--- src/rtl/hcs_pkg.sv ---
// hcs_pkg: shared types, codes and helpers of the hermite curve sampler
// no dependencies; used by every module under rtl
package hcs_pkg;

    localparam logic [2:0] OP_CLEAR   = 3'd0;
    localparam logic [2:0] OP_APPEND  = 3'd1;
    localparam logic [2:0] OP_SET_POS = 3'd2;
    localparam logic [2:0] OP_SET_RAD = 3'd3;
    localparam logic [2:0] OP_READ    = 3'd4;
    localparam logic [2:0] OP_SAMPLE  = 3'd5;
    localparam logic [2:0] OP_NONE    = 3'd7;

    localparam logic [1:0] ST_OK    = 2'd0;
    localparam logic [1:0] ST_RANGE = 2'd1;
    localparam logic [1:0] ST_FULL  = 2'd2;

    localparam int InWidth  = 336;
    localparam int OutWidth = 144;

    typedef struct packed {
        logic [2:0]         operation;
        logic [5:0]         point_index;
        logic signed [31:0] position_x;
        logic signed [31:0] position_y;
        logic signed [31:0] position_z;
        logic signed [31:0] tangent_in_x;
        logic signed [31:0] tangent_in_y;
        logic signed [31:0] tangent_in_z;
        logic signed [31:0] tangent_out_x;
        logic signed [31:0] tangent_out_y;
        logic signed [31:0] tangent_out_z;
        logic signed [31:0] scalar_value;
    } cmd_t;

    typedef struct packed {
        logic signed [31:0] out_x;
        logic signed [31:0] out_y;
        logic signed [31:0] out_z;
        logic signed [31:0] out_radius;
        logic [1:0]         status;
    } result_t;

    typedef struct packed {
        logic valid;
        logic full;
    } queue_status_t;

    function automatic logic signed [31:0] sat32(input logic signed [63:0] v);
        logic signed [31:0] r;
        if (v > 64'sd2147483647)
            r = 32'sh7fffffff;
        else if (v < -64'sd2147483648)
            r = 32'sh80000000;
        else
            r = v[31:0];
        return r;
    endfunction

endpackage

--- src/rtl/hcs_queue.sv ---
// hcs_queue: two-entry command queue between front and back
// depends on hcs_pkg
module hcs_queue (
    input  logic                   aclk,
    input  logic                   aresetn,
    input  logic                   push,
    input  hcs_pkg::cmd_t          push_cmd,
    input  logic                   pop,
    output hcs_pkg::queue_status_t q_status,
    output hcs_pkg::cmd_t          head
);

    hcs_pkg::cmd_t entry_reg [2];
    logic       wr_ptr_reg, rd_ptr_reg;
    logic [1:0] fill_reg;

    assign q_status.valid = fill_reg != 2'd0;
    assign q_status.full  = fill_reg == 2'd2;
    assign head           = entry_reg[rd_ptr_reg];

    always_ff @(posedge aclk) begin
        if (push)
            entry_reg[wr_ptr_reg] <= push_cmd;
    end

    always_ff @(posedge aclk) begin
        if (!aresetn) begin
            wr_ptr_reg <= 1'b0;
            rd_ptr_reg <= 1'b0;
            fill_reg   <= 2'd0;
        end else begin
            if (push)
                wr_ptr_reg <= !wr_ptr_reg;
            if (pop)
                rd_ptr_reg <= !rd_ptr_reg;
            if (push && !pop)
                fill_reg <= fill_reg + 2'd1;
            else if (pop && !push)
                fill_reg <= fill_reg - 2'd1;
        end
    end

endmodule

--- config.mk ---
export PLATFORM = sky130hd
export DESIGN_NAME = hcs_queue
export DESIGN_NICKNAME = d
export VERILOG_FILES = /design/src/rtl/hcs_pkg.sv /design/src/rtl/hcs_queue.sv
export SDC_FILE = /design/constraint.sdc
export NUM_CORES = 1
export LEC_CHECK = 0
export ABC_AREA = 1
export BUFFER_PORTS_ARGS = -buffer_cell sky130_fd_sc_hd__buf_2
export CAP_MARGIN = 20
export CORE_AREA = 4 4 258 260
export DETAILED_ROUTE_END_ITERATION = 10
export DIE_AREA = 0 0 262 264
export GPL_ROUTABILITY_DRIVEN = 0
export GPL_TIMING_DRIVEN = 0
export PLACE_DENSITY_LB_ADDON = 0.2
export SLEW_MARGIN = 20
export SYNTH_ARGS = -nofsm -noshare
export SYNTH_HDL_FRONTEND = slang
export SYNTH_SLANG_ARGS = --single-unit
--- constraint.sdc ---
create_clock -name aclk -period 31.7 [get_ports aclk]
set_clock_uncertainty 0.1 [all_clocks]
set_input_delay 3.17 -clock aclk [delete_from_list [all_inputs] [get_ports aclk]]
set_output_delay 3.17 -clock aclk [all_outputs]
set_load 0.01 [all_outputs]
### After elaboration in Yosys (flattened, before gate mapping)

Memory sizes are Yosys's and may differ from the RTL's. A register that Yosys moved wholly into a read port is not among the register bits.
Cells that the tools add are included.

* output and inout port bits: 331
* word-level logic and storage cells: 21
* latch bits: 0
* input bits: 333
* memory bits (writable): 658
* memories: 1
* ROM bits: 0
* bits in registers: 4

* add/subtract/negate cells: 2
* equality and inequality tests: 1
* div/mod/pow operators: 0
* multiply operators: 0
* mux-type cells: 6
* shift operators: 0
* reductions and logical operators: 8
* magnitude comparators: 0
* bitwise operators: 0

Memories
* entry_reg: words 2, width 329, read ports 1, clocked after Yosys merged registers in 1, wr ports 1, line hcs_queue.sv:13 `hcs_pkg::cmd_t entry_reg [2];`

Operator list (count)
* 1-bit zero test: 4
* 1-bit 2-to-1 mux: 4
* 2-bit 2-to-1 mux: 2
* 2-bit nonzero test: 2
* 2-bit by 1-bit adder with 2-bit output (second input constant): 1
* 2-bit == test (second input constant): 1
* 1-bit logical AND: 2
* 2-bit by 1-bit subtractor with 2-bit output (second input constant): 1

### Depth between registers and ports, before layout

* depth in word-level cells: 4
* gate-level depth with buffers: 8
* depth with buffers taken out: 8

### Worst setup path before layout

No wires, ideal clock.

* path type: input-to-reg
* start point: in push
* end point: mem entry_reg[0][0] (netlist name) (enable)
* slack: 13.615 ns
* stages on the path: 2
* data required time: 30.564 ns
* data arrival time: 16.949 ns
* library setup time: 1.036 ns
* cells stage by stage: inv_1 nor2_1

* word-level cells in the longest chain between the ends: 2

RTL lines
* from (decl): line hcs_queue.sv:6 `input logic push,`
* 1-bit 2-to-1 mux: line hcs_queue.sv:22 `if (push)`
* 1-bit 2-to-1 mux (not written as such): line hcs_queue.sv:23 `entry_reg[wr_ptr_reg] <= push_cmd;`
* to (decl): line hcs_queue.sv:13

Every way passes these cells.

==> run metrics <==
FILL cells=approximately 5300; Final nets=~2100; Peak VDD IR=between 0.00004 and 0.00005 V; Sw Share=22.1%; crit-path max cell delay=0.32 ns; Routed WL=~61000 um; static leakage=roughly 13 nW; area taken by multi-input logic gates=slightly below 5000 um^2; Synth top cells by count=edfxtp_1, mux2_4, buf_12; CP top delay family=buffers and inverters; internal power=0.00158 W; share of layout cells above drive strength 1=~61%; count leader, synth=edfxtp_1; htree depth=3; combinational share of power=between 10 and 15%; Congestion Overflow GR=0; final antenna-violating net count=0; CORE AREA=64100 um^2; IO Count=between 600 and 700; Ys Warns=0; Initial Utilization=between 30% and 40%; row count=93; Slew Limit Fails=0; post-synthesis sequential area ratio=77.8%; Iter 0 DRT Violations=850; Crit Path Max Fanout=10; Largest register FFs=658; Reg area=~20000 um^2; prevailing post-synth register cell=edfxtp_1; Avg Cell Area, Syn=around 24 um^2; Mapped Area=25500 um^2; Reg power frac=50.6%; WS Path Type=register to output pin; final hold vios=0; initial antenna violation count=32; DR DRC count=0; Tot GR Track Use=about 17%; CTS tree=yes; total negative setup slack=0 ns; slowest CP cell=dfxtp_1; post-synth top area share=between 70% and 80%; DIE AREA=69200 um^2; Die W=262 um; wire length of the first global-routing pass=about 86000 um; Final HPWL DP=roughly 45000 um; buffers and inverters on the worst path=4; crit path time final=between 5 and 6 ns; WP data arrival=just under 2 ns; Worst-Skew Late Latency=~0.58 ns; CP endpoint kind=output pin; CTS sink cnt=663; fin crit share=16.5%; Hold WS=between 0.4 and 0.5 ns; number of max-cap violations=0; Via Count=roughly 13000; final setup fails=0; area grow syn2layout=27.7%; Hold/Removal Path Class=register to register; CP Data Required Time=~28 ns; Slew HR=between 50% and 60%; Worst R2R Start=wr_ptr_reg$_SDFFE_PN0P_; RSZ-0062 raised after global routing=no; Fmax achieved=approximately 0.19 GHz; largest net degree at the start of global routing=97; Top cell by count, worst path=buf_12; die height=264 um; CTS Hold Bufs=0; PostCTS Resize Cnt=0; Clk pwr share=38.1%; reg-to-reg setup timing slack=between 20 and 30 ns; R2R cell count=3; PD cells=between 60 and 70 nW/um^2; syn_nets=1393; wire length per cell=between 20 and 25 um; CP startpoint kind=register; number of buffers created by CTS=a little over 70; outcome=finished, final reports clean; Post-synth EDFFs=~660; Worst-Margin Slew=0.742 ns; number of synthesized register bits=approximately 660; Clk Tree Root Cell=clkbuf_16; asr flop ratio synth=0%; CP Capture Point=head[110]; IO Port Bufs=663; Synth area leaders=edfxtp_1, mux2_4, buf_12, mux2_2, dfxtp_1; Critical Path, Cell by Cell=buf_6, buf_12, buf_12, mux2_4, buf_2; clk slew on worst S/H paths=around 0.060 ns; DR pass1 iterations=5; Longest Clk Path Bufs=3; vias in the first global route=between 10000 and 15000; Netlist cell types=16; final worst setup slack=about 26 ns; pre-CTS WS=26.62 ns; NetSw=roughly 0.00045 W; post-CTS setup buffers=0; cell taking the most area after synthesis=edfxtp_1; instance count on the critical path=5; reg2reg end=entry_reg[1][236]$_DFFE_PP_; Tot Pwr=slightly above 0.002 W; Mapped Cells=approximately 1100; DR vias/cell=between 4 and 5
## worst min-delay path by stage
stage / startpoint / to / cells past startpoint
finish: rd_ptr_reg$_SDFFE_PN0P_ / register / 2
global route: rd_ptr_reg$_SDFFE_PN0P_ / rd_ptr_reg$_SDFFE_PN0P_ / 2
CTS: rd_ptr_reg$_SDFFE_PN0P_ / register / 2
detailed placement: rd_ptr_reg$_SDFFE_PN0P_ / register / 2
global placement: rd_ptr_reg$_SDFFE_PN0P_ / rd_ptr_reg$_SDFFE_PN0P_ / 2
floorplan: rd_ptr_reg$_SDFFE_PN0P_ / register / 2
## cell usage in the layout (no fill, tap or decap), types with 2 or more instances in the layout
cell type,synthesis,layout
buf_2,1,664
edfxtp_1,658,658
mux2_4,303,303
clkbuf_16,0,72
buf_12,33,41
mux2_2,26,26
diode_2,0,22
clkinv_1,0,16
clkbuf_1,0,12
buf_16,0,11
nand2_1,9,9
clkinv_2,0,9
inv_1,8,7
nor2_1,8,7
dfxtp_1,5,5
bufinv_16,0,4
inv_6,0,4
buf_6,2,2
inv_8,0,2
clkinvlp_4,0,2
## metal layers
metal / global-route usage [%] / part of all wire (%) / up-vias
met2: 29.8 / 53 / 452
met4: 6.55 / 3.2 / 22
met3: 7.01 / 9.5 / 133
li1: - / - / 5785
met1: 17.9 / 34 / 6326
met5: 0 / 0.24 / -
## kinds of logic (layout without fill, tap and decap cells)
kind of cell | count (synthesis) | count (layout) | share of synthesized area, %
flops | 663 | 663 | 77.8
mux | 329 | 329 | 19.0
buf+inv | 45 | 849 | 2.87
simple gates | 19 | 19 | 0.294
compound gates | 2 | 2 | 0.0392
fa+ha+maj | 1 | 1 | 0.0490
other cells | 0 | 22 | 0
## power by group through the flow
| stage | clock network [W] | registers (W) | logic (W) |
|---|---|---|---|
| floorplan | 0 | 0.00106 | 0.000131 |
| global placement | 0 | 0.00108 | 0.000222 |
| detailed placement | 0 | 0.00105 | 0.000235 |
| CTS | 0.000800 | 0.00103 | 0.000235 |
| global route | 0.000838 | 0.00103 | 0.000246 |
| finish | 0.000774 | 0.00103 | 0.000230 |
## worst reg2reg max path, cell delays in order, from the launching register on
cell and delay (ns):
dfxtp_1 0.39, nand2_1 0.17, inv_8 0.53, buf_16 0.52
## metrics by stage
step | cell area [um^2] | util, % | std cells
detailed placement | 30400 | 47.4 | 2596
CTS | 32600 | 50.8 | 2718
global placement | 29900 | 46.7 | 2577
global route | 32600 | 50.8 | 2733
finish | 32600 | 50.9 | 2740
floorplan | 25500 | - | 1059
## cell type report
class	count	share of cell area, %
sequential	663	60.9
multi-input combinational	351	15.2
timing repair buffer	682	11.6
clock buffer	84	5.66
tap	855	3.28
buffer	37	2.16
clock inverter	38	0.955
antenna	22	0.169
inverter	8	0.115
(Power assumes the default switching activity.)
